===== config.mk =====
export PLATFORM = sky130hd
export DESIGN_NAME = frs_div
export DESIGN_NICKNAME = d
export VERILOG_FILES = /design/src/frs_pkg.sv /design/src/frs_div.sv
export SDC_FILE = /design/constraint.sdc
export NUM_CORES = 1
export LEC_CHECK = 0
export ABC_AREA = 1
export BUFFER_PORTS_ARGS = -buffer_cell sky130_fd_sc_hd__buf_4
export CAP_MARGIN = 20
export CORE_ASPECT_RATIO = 0.75
export CORE_UTILIZATION = 50
export CTS_CLUSTER_DIAMETER = 100
export DETAILED_ROUTE_END_ITERATION = 12
export PLACE_DENSITY = 0.73
export SYNTH_ARGS = -nofsm -noshare
export SYNTH_HDL_FRONTEND = slang
export SYNTH_SLANG_ARGS = --single-unit

===== constraint.sdc =====
create_clock -name clk -period 14.8 [get_ports clk]
set_input_delay 2.22 -clock clk [delete_from_list [all_inputs] [get_ports clk]]
set_output_delay 2.22 -clock clk [all_outputs]
set_load 0.1 [all_outputs]

===== src/frs_pkg.sv =====
// ----------------------------------------------------------------------------
// frs_pkg
// Shared widths and codes of the full-text rank score block.
// ----------------------------------------------------------------------------
package frs_pkg;

  localparam int WORD_W    = 32;
  localparam int SCORE_W   = 32;
  localparam int STATUS_W  = 2;
  localparam int WEIGHT_W  = 48;
  localparam int FRAC_W    = 16;
  localparam int F_W       = 19;

  localparam int DIV_N_W   = 64;
  localparam int DIV_D_W   = 50;
  localparam int DIV_Q_W   = 34;
  localparam int DIV_C_W   = 6;

  localparam logic [STATUS_W-1:0] ST_OK      = 2'd0;
  localparam logic [STATUS_W-1:0] ST_BAD     = 2'd1;
  localparam logic [STATUS_W-1:0] ST_NO_HITS = 2'd2;
  localparam logic [STATUS_W-1:0] ST_LOG_ARG = 2'd3;

  localparam logic [WEIGHT_W-1:0] WEIGHT_MAX = {WEIGHT_W{1'b1}};
  localparam logic [31:0]         ONE_Q16    = 32'd65536;

  typedef logic [WORD_W-1:0] word_t;

endpackage


===== src/frs_div.sv =====
// ----------------------------------------------------------------------------
// frs_div
// Restoring divider, one quotient bit per cycle. The numerator bits above
// the quotient width must form a value below the divisor.
// ----------------------------------------------------------------------------
module frs_div import frs_pkg::*; (
  input  logic               clk,
  input  logic               rst,
  input  logic               start,
  input  logic [DIV_N_W-1:0] num,
  input  logic [DIV_D_W-1:0] den,
  output logic               done,
  output logic [DIV_Q_W-1:0] quo
);

  logic               busy;
  logic [DIV_C_W-1:0] cnt;
  logic [DIV_D_W-1:0] rem;
  logic [DIV_D_W-1:0] dreg;
  logic [DIV_Q_W-1:0] nsh;
  logic [DIV_D_W:0]   trial;
  logic [DIV_D_W:0]   diff;
  logic               ge;

  assign trial = {rem, nsh[DIV_Q_W-1]};
  assign ge    = trial >= {1'b0, dreg};
  assign diff  = trial - {1'b0, dreg};
  assign quo   = nsh;

  always_ff @(posedge clk) begin
    if (rst) begin
      busy <= 1'b0;
      done <= 1'b0;
      cnt  <= '0;
    end else begin
      done <= 1'b0;
      if (start) begin
        busy <= 1'b1;
        cnt  <= '0;
        rem  <= {{(DIV_D_W-(DIV_N_W-DIV_Q_W)){1'b0}}, num[DIV_N_W-1:DIV_Q_W]};
        nsh  <= num[DIV_Q_W-1:0];
        dreg <= den;
      end else if (busy) begin
        rem <= ge ? diff[DIV_D_W-1:0] : trial[DIV_D_W-1:0];
        nsh <= {nsh[DIV_Q_W-2:0], ge};
        cnt <= cnt + 1'b1;
        if (cnt == DIV_C_W'(DIV_Q_W-1)) begin
          busy <= 1'b0;
          done <= 1'b1;
        end
      end
    end
  end

endmodule


After elaboration in Yosys (flattened, before gate mapping)
Cells that the tools add are included.
W data, S select, Z words.

storage, ports and cells
  flip-flop bits (word level) = 142
  logic and storage cells = 27

cells by class
  $add $sub $neg = 2
  order comparisons = 1
  equal/unequal tests = 1
  multiplexer cells = 9
  bitwise logic cells = 2
  reduce and logical (&&, ||, !) cells = 5

operator list
  operator               count
  $mux W50               2
  $mux W34               2
  $ge A51 B50 Y1         1
  $sub A50 B50 Y50       1
  $mux W30               1
  $add A6 B1 Y6 const B  1
  $eq A6 B6 Y1 const B   1
  $mux W1                4
  $reduce_and A2 Y1      2
  $reduce_or A3 Y1       1
  $not A1 Y1             2
  $reduce_bool A2 Y1     1
  $reduce_or A2 Y1       1

Logic depth before layout (Yosys ltp)
  word-level depth = 4
  mapped depth = 17

Worst setup path before layout
OpenSTA, ideal clock, no wires.

  path type = input to register
  start = in start
  end = reg nsh[0] (netlist: quo[0]) (enable)
  data arrival time = 8.227 ns
  required time = 14.155 ns
  setup slack = 5.928 ns
  stages = 2
  path buffers = 0
  path through = inv_1 > o21ai_0

on the way
  word-level cells in the longest chain between the ends = 2

RTL lines
  element                       line           RTL
  from (decl)                   frs_div.sv:9   input logic start,
  $reduce_bool A2 Y1 (no line)  n/a
  $reduce_and A2 Y1 (no line)   n/a
  to (signal assigned)          frs_div.sv:41  nsh <= num[DIV_Q_W-1:0];
  to (signal assigned)          frs_div.sv:45  nsh <= {nsh[DIV_Q_W-2:0], ge};
  to (decl)                     frs_div.sv:20  logic [DIV_Q_W-1:0] nsh;

Every way passes these cells.
A chain may end at the register's enable or synchronous reset.

Final worst setup path
  start = in start
  end = reg rem[16] (enable)

on the way
  word-level cells in the longest chain between the ends = 2

RTL lines
  element                       line           RTL
  $reduce_bool A2 Y1 (no line)  n/a
  $reduce_and A2 Y1 (no line)   n/a
  to (signal assigned)          frs_div.sv:40  rem <= {{(DIV_D_W-(DIV_N_W-DIV_Q_W)){1'b0}}, num[DIV_N_W-1:DIV_Q_W]};
  to (signal assigned)          frs_div.sv:44  rem <= ge ? diff[DIV_D_W-1:0] : trial[DIV_D_W-1:0];
  to (decl)                     frs_div.sv:18  logic [DIV_D_W-1:0] rem;

Every way passes these cells.

==> impl_metrics.env <==
export IMPL_synth_seq_cells=142
export IMPL_fp_row_count=45
export IMPL_cts_hold_fix_buffers=0
export IMPL_synth_flop_cell="edfxtp_1"
export IMPL_nNetsFinal=1882
export IMPL_drc_errors=0
export IMPL_htree_num_levels=4
export IMPL_slew_violations=0
export IMPL_wl_mm=30.8
export IMPL_path_class="in -> reg"
export IMPL_synth_area_um2=10600
export IMPL_r2r_start="rem[38]"
export IMPL_antenna_found_initial=0
export IMPL_synth_cells=1566
export IMPL_worstMarginPinSlew_ns=1.02
export IMPL_numPortBuffers=151
export IMPL_fmax_mhz=226
export IMPL_cellLeakagePower_nw=6.79
export IMPL_hold_depth=1
export IMPL_start_util_pct=51.6
export IMPL_start_kind="primary input"
export IMPL_io_pin_count=152
export IMPL_syn_to_final_growth_pct=19.1
export IMPL_p_per_area_nw_per_um2=122
export IMPL_utilization_pct=61.4
export IMPL_crit_chain="buf_4 -> inv_2 -> o21ai_4 -> buf_4"
export IMPL_synth_top_area_share_pct=38.0
export IMPL_synth_top_cells_by_area="edfxtp_1 38%, nand2_1 23%, inv_1 11%"
export IMPL_grt_pass1_vias=9400
export IMPL_chipWidth_um=170
export IMPL_ys_seq_area_share_pct=39.6
export IMPL_critPathTopFamily="buffers and inverters"
export IMPL_grt_max_degree=86
export IMPL_finalWorstPathRequiredPeriod_ns=4.42
export IMPL_post_cts_resized=0
export IMPL_grt_setup_unrepaired="false"
export IMPL_fp_coreArea_um2=20500
export IMPL_overflow=0
export IMPL_syn_nets=1736
export IMPL_synth_edf_count=134
export IMPL_yosys_cell_count_top_type="nand2_1"
export IMPL_grt_pass1_wl_mm=49.0
export IMPL_cts_root_buf="clkbuf_16"
export IMPL_hp_class="reg -> reg"
export IMPL_grtUsageTotal_pct=29.8
export IMPL_status="finished clean"
export IMPL_worst_setup_path_end_kind="flop"
export IMPL_cpPeakStageDelay_ns=0.78
export IMPL_crit_buf_inv=3
export IMPL_slew_limit_headroom_pct=31.8
export IMPL_vias=9930
export IMPL_dieArea_um2=21700
export IMPL_cts_sinks=142
export IMPL_place_gp_congestion=0.943
export IMPL_yosysUniqueCellTypes=35
export IMPL_rr_worst_depth=12
export IMPL_yosys_area_top_type="edfxtp_1"
export IMPL_power_mw=1.54
export IMPL_drtPass1Iterations=5
export IMPL_hold_end="cnt[5]"
export IMPL_dp_hpwl_mm=23.6
export IMPL_antenna_cells=0
export IMPL_clk_latency_ns=0.46
export IMPL_numCtsBuffers=17
export IMPL_drive_above_1_share_pct=12.3
export IMPL_rrSetupSlack_ns=11.32
export IMPL_drv_cap=0
export IMPL_clkSlewWorstSetupHoldPaths_ns=0.06
export IMPL_reg2reg_to="rem[44]"
export IMPL_hold_ws_ns=0.483
export IMPL_vdd_drop_max_mv=0.101
export IMPL_finalSetupViolCount=0
export IMPL_clock_skew_ns=0.0261
export IMPL_slowest_stage="o21ai_4"
export IMPL_post_cts_buffers=0
export IMPL_worstPathRequired_ns=14.86
export IMPL_hold_start="cnt[5]"
export IMPL_hold_violations=0
export IMPL_avgRoutedWirePerCell_um=15.4
export IMPL_cts_buffer_depth=2
export IMPL_die_height_um=128
export IMPL_ys_warn_count=0
export IMPL_fin_crit_sh_pct=29.9
export IMPL_drt_iter0_drc=808
export IMPL_cp_max_fo=67
export IMPL_cts_tree="built"
export IMPL_synthTopCellsByCount="661 x nand2_1, 301 x inv_1, 134 x edfxtp_1"
export IMPL_crit_path_frequent_cell="buf_4"
export IMPL_syn_avg_cell_area_um2=6.75
export IMPL_cp_arrival_ns=4.48
export IMPL_async_flop_share_pct=0
export IMPL_ant_nets=0
export IMPL_via_per_inst=4.95
export IMPL_fin_setup_tns_ns=0
==> how the worst max path moves through the flow <==
stage / from / endpoint / slack [ns] / cells past startpoint
finish: start / rem[16] / 10.38 / 4
CTS: start / rem[16] / 10.38 / 4
detailed placement: start / rem[41] / 9.85 / 4
global route: start / rem[16] / 10.20 / 4
global placement: start / rem[42] / 10.00 / 4
floorplan: start / quo[0] / 5.93 / 2
==> registers in the layout, indices dropped and copies added, names as in the netlist <==
signal / count
dreg: 50
rem: 50
quo: 34
cnt: 6
busy: 1
done: 1
==> cell usage in the layout (no fill, tap or decap), types with 4 or more instances in the layout <==
master,netlist,routed
o21bai_1,4,4
dfxtp_1,8,8
edfxtp_1,134,134
nand2_1,661,661
nand3_1,111,111
nor3_1,11,11
inv_1,301,300
clkbuf_16,0,17
inv_2,7,8
a21oi_1,37,37
o21ai_0,7,6
nand3b_1,19,19
nor2_1,130,129
nor2_2,7,7
buf_4,0,156
ha_1,52,52
nand4_1,7,7
xnor2_1,21,21
inv_6,0,4
==> final cells by class <==
| cell class | count | area [µm²] |
|---|---|---|
| sequential | 142 | 4180 |
| timing repair buffer | 156 | 1170 |
| multi-input combinational | 1086 | 5090 |
| clock buffer | 19 | 453 |
| inverter | 309 | 1160 |
| fill | 1948 | 7900 |
| tap | 282 | 353 |
| clock inverter | 13 | 176 |
==> logic make-up after synthesis <==
family                     synth area share (%)
AOI/OAI and AO/OA                          2.93
and+or+nand+nor                            36.9
buffers and inverters                      12.4
adders and majority gates                  6.34
xor gates and xnor gates                   1.82
DFF                                        39.6
==> metrics by stage <==
step / std cells / area [µm²] / worst slack [ns]
after floorplan: 1566 / 10600 / 5.93
after global placement: 1975 / 12000 / 10.00
after detailed placement: 1975 / 12000 / 9.85
after CTS: 2007 / 12600 / 10.38
after global routing: 2007 / 12600 / 10.20
final: 2007 / 12600 / 10.38
==> worst reg2reg max path: cells and delay by family, from the launching register on <==
family	cells	cell delay, ns
buffers and inverters	3	0.65
and+or+nand+nor	8	1.68
adders and majority gates	1	0.45
DFF	1	0.45
==> report_power, final <==
part	internal, mW	switching, mW
clock network	0.278	0.189
registers	0.493	0.0207
logic	0.178	0.385
==> routing by layer <==
layer / vias up / share of wire, % / global-route usage [%]
li1: 5094 / - / -
met1: 4453 / 49 / 42.7
met2: 349 / 41 / 44.1
met3: 34 / 9.4 / 8.77
met4: 0 / 1.4 / 7.21
met5: - / 0 / 0
Power figures use the tool's default switching activity.
