--- src/frs_pkg.sv ---
// ----------------------------------------------------------------------------
// frs_pkg
// Shared widths and codes of the full-text rank score block.
// ----------------------------------------------------------------------------
package frs_pkg;

  localparam int WORD_W    = 32;
  localparam int SCORE_W   = 32;
  localparam int STATUS_W  = 2;
  localparam int WEIGHT_W  = 48;
  localparam int FRAC_W    = 16;
  localparam int F_W       = 19;

  localparam int DIV_N_W   = 64;
  localparam int DIV_D_W   = 50;
  localparam int DIV_Q_W   = 34;
  localparam int DIV_C_W   = 6;

  localparam logic [STATUS_W-1:0] ST_OK      = 2'd0;
  localparam logic [STATUS_W-1:0] ST_BAD     = 2'd1;
  localparam logic [STATUS_W-1:0] ST_NO_HITS = 2'd2;
  localparam logic [STATUS_W-1:0] ST_LOG_ARG = 2'd3;

  localparam logic [WEIGHT_W-1:0] WEIGHT_MAX = {WEIGHT_W{1'b1}};
  localparam logic [31:0]         ONE_Q16    = 32'd65536;

  typedef logic [WORD_W-1:0] word_t;

endpackage

--- src/frs_log2.sv ---
// ----------------------------------------------------------------------------
// frs_log2
// Base-2 logarithm in Q16: binary-search normalize, then sixteen
// squaring steps for the fraction.
// ----------------------------------------------------------------------------
module frs_log2 import frs_pkg::*; #(
  parameter int U_W = 40
) (
  input  logic                    clk,
  input  logic                    rst,
  input  logic                    start,
  input  logic [U_W-1:0]          u,
  output logic                    done,
  output logic [$clog2(U_W)+FRAC_W-1:0] res
);

  localparam int E_W = $clog2(U_W);
  localparam int K_W = $clog2(E_W);

  localparam logic [1:0] PH_IDLE = 2'd0;
  localparam logic [1:0] PH_NORM = 2'd1;
  localparam logic [1:0] PH_SQ   = 2'd2;

  logic [1:0]        ph;
  logic [U_W-1:0]    x;
  logic [E_W-1:0]    sh;
  logic [E_W-1:0]    expo;
  logic [K_W-1:0]    k;
  logic [30:0]       m;
  logic [FRAC_W-1:0] frac;
  logic [3:0]        it;
  logic [E_W:0]      amt;
  logic [E_W:0]      rsh;
  logic              top_zero;
  logic [61:0]       sq;
  logic [31:0]       t;

  assign amt      = (E_W+1)'(1) << k;
  assign rsh      = (E_W+1)'(U_W) - amt;
  assign top_zero = (x >> rsh) == '0;
  assign sq       = 62'(m) * 62'(m);
  assign t        = sq[61:30];
  assign res      = {expo, frac};

  always_ff @(posedge clk) begin
    if (rst) begin
      ph   <= PH_IDLE;
      done <= 1'b0;
    end else begin
      done <= 1'b0;
      unique case (ph)
        PH_IDLE: begin
          if (start) begin
            x  <= u;
            sh <= '0;
            k  <= K_W'(E_W-1);
            ph <= PH_NORM;
          end
        end
        PH_NORM: begin
          if (top_zero) begin
            x  <= x << amt;
            sh <= sh + amt[E_W-1:0];
          end
          if (k == '0) begin
            ph <= PH_SQ;
          end else begin
            k <= k - 1'b1;
          end
        end
        PH_SQ: begin
          if (it == 4'd15) begin
            ph   <= PH_IDLE;
            done <= 1'b1;
          end
        end
        default: ph <= PH_IDLE;
      endcase
    end
  end

  always_ff @(posedge clk) begin
    if (ph == PH_NORM && k == '0) begin
      m    <= top_zero ? x[U_W-2 -: 31] : x[U_W-1 -: 31];
      expo <= E_W'(U_W-1) - (top_zero ? sh + amt[E_W-1:0] : sh);
      frac <= '0;
      it   <= '0;
    end else if (ph == PH_SQ) begin
      frac <= {frac[FRAC_W-2:0], t[31]};
      m    <= t[31] ? t[31:1] : t[30:0];
      it   <= it + 1'b1;
    end
  end

endmodule

--- config.mk ---
export PLATFORM = sky130hd
export DESIGN_NAME = frs_log2
export DESIGN_NICKNAME = d
export VERILOG_FILES = /design/src/frs_pkg.sv /design/src/frs_log2.sv
export SDC_FILE = /design/constraint.sdc
export NUM_CORES = 2
export LEC_CHECK = 0
export ABC_AREA = 1
export BUFFER_PORTS_ARGS = -buffer_cell sky130_fd_sc_hd__buf_4
export CORE_ASPECT_RATIO = 0.75
export CORE_UTILIZATION = 50
export CTS_CLUSTER_DIAMETER = 80
export DETAILED_ROUTE_END_ITERATION = 6
export GPL_TIMING_DRIVEN = 0
export PLACE_DENSITY = 0.77
export SYNTH_ARGS = -nofsm -noshare
export SYNTH_HDL_FRONTEND = slang
export SYNTH_SLANG_ARGS = --single-unit
--- constraint.sdc ---
create_clock -name clk -period 9.2 [get_ports clk]
set_input_delay 1.38 -clock clk [delete_from_list [all_inputs] [get_ports clk]]
set_output_delay 1.38 -clock clk [all_outputs]
set_load 0.03 [all_outputs]
# Word-level counts from Yosys, hierarchy flattened

Cells that the tools add are included.

Logic and storage cells: 57
Bits in registers: 109

Reduce and logical (&&, ||, !) cells: 11
Multiply operators: 1
Equal/unequal tests: 8
Bitwise gates (word level): 2
Add/subtract/negate cells: 5
Shift operators: 3
Mux-type cells: 18

Operators with widths:

| operator            | count |
|---|---|
| $mux 31             | 4 |
| $mux 40             | 2 |
| $pmux 40 s2         | 1 |
| $mul 31x31->62      | 1 |
| $logic_not 40->1    | 1 |
| $shl 40x7->40       | 1 |
| $shr 40x7->40       | 1 |
| $mux 6              | 2 |
| $pmux 6 s2          | 1 |
| $ne 2x2->1 const B  | 5 |
| $reduce_and 4->1    | 2 |
| $shl 1x3->7 const A | 1 |
| $sub 6x7->7 const A | 1 |
| $add 6x6->6         | 1 |
| $mux 2              | 3 |
| $mux 3              | 2 |
| $pmux 2 s3          | 1 |
| $pmux 3 s2          | 1 |
| $reduce_and 3->1    | 2 |
| $sub 6x6->6 const A | 1 |
| $add 4x1->4 const B | 1 |
| $eq 4x4->1 const B  | 1 |
| $reduce_bool 2->1   | 2 |
| $logic_not 3->1     | 1 |
| 8 further kinds     | 9 |

# Depth between registers and ports, before layout

Word-level depth: 6
Mapped depth: 36
Depth with buffers taken out: 34

# Least setup slack after synthesis

OpenSTA, ideal clock, no wires.

Kind: register to register
Start point: reg m[8]
End point: reg m[22], data pin
Arrival: 7.219 ns
Stages on the path, launching flop included: 33
Path buffers: 4
Path slack: 1.726 ns
Clock period less this slack: 7.474 ns
Path through: edfxtp_1 -> clkbuf_1 -> buf_1 -> nand2_1 -> fa_1 -> fa_1 -> inv_1 -> fa_1 -> inv_1 -> fa_1 -> inv_1 -> fa_1 -> fa_1 -> fa_1 -> inv_1 -> fa_1 -> inv_1 -> ha_1 -> a21o_1 -> a21oi_1 -> o21ai_0 -> a21oi_1 -> nand3_1 -> a21oi_1 -> inv_1 -> nand2_1 -> nand2_1 -> inv_1 -> buf_2 -> buf_2 -> nand2_1 -> nand3_1 -> nand2_1

Longest elaborated chain between the ends: 4

Ends and longest elaborated chain:

| what                   | line           | RTL |
|---|---|---|
| from (decl)            | frs_log2.sv:29 | `logic [30:0] m;` |
| from (signal assigned) | frs_log2.sv:84 | `m <= top_zero ? x[U_W-2 -: 31] : x[U_W-1 -: 31];` |
| from (signal assigned) | frs_log2.sv:90 | `m <= t[31] ? t[31:1] : t[30:0];` |
| $mul 31x31->62         | frs_log2.sv:41 | `assign sq = 62'(m) * 62'(m);` |
| $mux 31                | frs_log2.sv:90 |  |
| $mux 31                | frs_log2.sv:88 | `end else if (ph == PH_SQ) begin` |
| $mux 31                | frs_log2.sv:83 | `if (ph == PH_NORM && k == '0) begin` |

Every way passes these cells. The select of a mux whose other input is x is not followed.
A chain may end at the register's enable or synchronous reset.

# Worst setup path in the final report

Start point: reg m[2]
End point: reg m[28], data pin

Same word-level chain as after synthesis.

==> metrics.csv <==
metric;value;unit
Levels on crit path;31;
Mapped Cells;4634;
ys async rst share;0;
Initial Util;0.506;
Critical Path RT;9.33;ns
Synth warnings;0;
Slew HR;0.237;
syn_area_per_cell;7.84;um2
syn nets;5707;
minimum clock period;8.91;ns
Mapped Area;36300;um2
Final Hold Vio Count;0;
Clock Latency Late Sink;0.38;ns
initial antenna violation count;2;
number of global-route vias before repair;31500;
1st-pass router iterations;6;
drt total wl;122000;um
maximum clock path buffer count;2;
share of cells above drive strength 1;0.0441;
die height;236;um
cts hold-fix bufs;0;
GRT Residual Overflow;0;
CP startpoint;m[2];
final setup vio count;0;
DRC Markers;0;
Antenna Cells;0;
sequential fraction of the synthesis area;0.0837;
cell family with most CP delay;adder cells;
Arrival @ worst endpoint;9.04;ns
CP bufs+invs;9;
post-detailed-route count of antenna-violating nets;0;
Ports;66;
CTS tree;built;
Die Width;313;um
fin nets;5786;
vias;31400;
CP Class;reg2reg;
Reg2Reg Setup Slack;0.29;ns
hpwl dp;105000;um
area grow syn2layout;5.96;%
worst min path class;reg2reg;
Slowest-stage cell, CP;edfxtp_1;
PortBufs;65;
Inserted Clock Buffers;9;
Pins Over Slew Limit;0;
worst hold slack;0.491;ns
critical path's largest stage delay;0.87;ns
launch point of the worst reg-to-reg path;m[2];
wire per inst;21.6;um
Core Box Area;71800;um2
Clock Tree Root;clkbuf_16;
GRT Resource Usage Total;0.337;
row cnt;85;
worst reg-to-reg path cell count;31;
reg2reg end;m[28];
vias per cell;5.53;
fmax;112;MHz
period utilization;0.968;
Unique masters post-synth;48;
die area;73800;um2
max-cap violation count;0;
Clock H-tree levels;3;
CTS Sinks;109;
ys flop type;edfxtp_1;
DRT iter0 DRCs;3970;
GP Congestion;1.11;
worst slew pin tran;1.14;ns
status;complete, no violations;
Post-synth EDFFs;86;
Worst Path Max Fanout;12;
dpl cell area;38100;um2
Critical Path End;m[28];
Crit. End Element;register;
clock skew;0.0105;ns
fin area;38500;um2
first-pass GRT wire length;186000;um
crit start category;register;
Seq cells post-synth;109;
Clock Pin Slew Worst Setup and Hold Paths;0.07;ns
largest net degree at the start of global routing;39;
[timing repair]
item / CTS / global route
setup endpoints to repair: 32 / 31
gates resized for setup: 14 / 174
setup buffers: 0 / 5
[worst reg2reg max path: cells and delay by family, from the launching register on]
family	cells	cell delay, ns
flops	1	0.87
buf+inv	9	1.59
fa+ha+maj	9	4.29
compound gates	2	0.55
simple gates	11	1.35
[per-stage QoR]
| step | TNS [ns] | std cells | setup WS [ns] | utilization |
|---|---|---|---|---|
| finish | 0 | 5675 | 0.290 | 0.536 |
| global route | -0.00236 | 5675 | -0.00186 | 0.536 |
| CTS | 0 | 5671 | 0.0132 | 0.535 |
| detailed placement | -25.96 | 5657 | -0.913 | 0.530 |
| global placement | -23.01 | 5656 | -0.818 | 0.530 |
| floorplan | 0 | 4634 | 1.73 | - |
[cell type report]
class / count / area [um2]
fill: 6807 / 33300
multi-input combinational: 3055 / 27700
inverter: 1293 / 4850
sequential: 109 / 3040
tap: 957 / 1200
buffer: 174 / 868
timing repair buffer: 71 / 558
clock buffer: 11 / 254
clock inverter: 5 / 40.0
[cell usage after synthesis, types with 5 or more instances]
cell type	count	share of area
nor2_1	182	0.019
a21oi_1	116	0.016
edfxtp_1	86	0.071
a21o_1	15	0.0031
dfxtp_1	23	0.013
buf_6	6	0.0019
ha_1	282	0.097
nand4_1	5	0.00086
a31oi_1	13	0.0022
o21a_1	7	0.0014
buf_1	16	0.0017
nand2_1	1057	0.11
xor2_1	33	0.0080
buf_2	15	0.0021
inv_1	1290	0.13
o21bai_1	14	0.0029
nor3_1	11	0.0015
buf_4	8	0.0017
fa_1	748	0.41
nand3_1	237	0.033
mux2i_1	10	0.0028
clkbuf_1	132	0.014
o21ai_1	25	0.0034
xnor2_1	25	0.0060
nor4_1	6	0.0010
o211ai_1	12	0.0025
or2_2	7	0.0012
a32o_1	8	0.0022
o22ai_1	16	0.0028
o21ai_0	189	0.026
[flip-flops by register name, summed over array words and instances, names as in the netlist]
name / flops
it: 4
frac: 16
done: 1
k: 3
expo: 6
m: 31
sh: 6
ph: 2
x: 40
[cells in the final DEF (no fill, tap or decap), drive strengths merged, types with 3 or more instances in the layout]
| cell | Yosys | final |
|---|---|---|
| a21boi | 4 | 4 |
| a21o | 15 | 15 |
| a21oi | 116 | 116 |
| a22o | 4 | 4 |
| a31oi | 13 | 13 |
| a32o | 8 | 8 |
| and3 | 3 | 3 |
| buf | 45 | 117 |
| clkbuf | 132 | 139 |
| dfxtp | 23 | 23 |
| edfxtp | 86 | 86 |
| fa | 748 | 748 |
| ha | 282 | 282 |
| inv | 1292 | 1296 |
| mux2i | 10 | 10 |
| nand2 | 1064 | 1064 |
| nand3 | 237 | 237 |
| nand4 | 5 | 5 |
| nor2 | 184 | 184 |
| nor3 | 11 | 11 |
| nor4 | 6 | 6 |
| o211ai | 12 | 12 |
| o21a | 7 | 7 |
| o21ai | 218 | 218 |
| o21bai | 14 | 14 |
| o221ai | 4 | 4 |
| o22ai | 16 | 16 |
| or2 | 8 | 8 |
| xnor2 | 25 | 25 |
| xor2 | 33 | 33 |
[kinds of logic (layout without fill, tap and decap cells)]
logic type | Yosys count | after routing | share of synthesized area
AND/OR/NAND/NOR | 1519 | 1519 | 0.168
buffers and inverters | 1470 | 1554 | 0.154
adder cells (fa/ha/maj) | 1030 | 1030 | 0.509
AO/OA/AOI/OAI | 438 | 438 | 0.0680
flip-flops | 109 | 109 | 0.0837
XOR/XNOR | 58 | 58 | 0.0140
multiplexers | 10 | 10 | 0.00275
[routing by layer]
layer,GRT usage,vias to the layer above,share of wire
met1,0.490,15100,0.41
met5,0,-,0.00027
met3,0.132,303,0.16
met2,0.464,2115,0.40
li1,-,13800,-
met4,0.0933,4,0.034
[worst min-delay path by stage]
stage,from,cells past startpoint,slack [ns],end
2_1_floorplan,it[0],1,0.46,it[0]
3_3_place_gp,frac[15],2,0.47,frac[15]
3_5_place_dp,frac[4],2,0.48,frac[4]
4_1_cts,it[3],2,0.50,done
5_1_grt,frac[3],2,0.52,frac[3]
6_report,frac[4],2,0.49,frac[4]
Power is not shown: default switching activity piles up to over one toggle a cycle in this logic, so the estimate is an artifact.
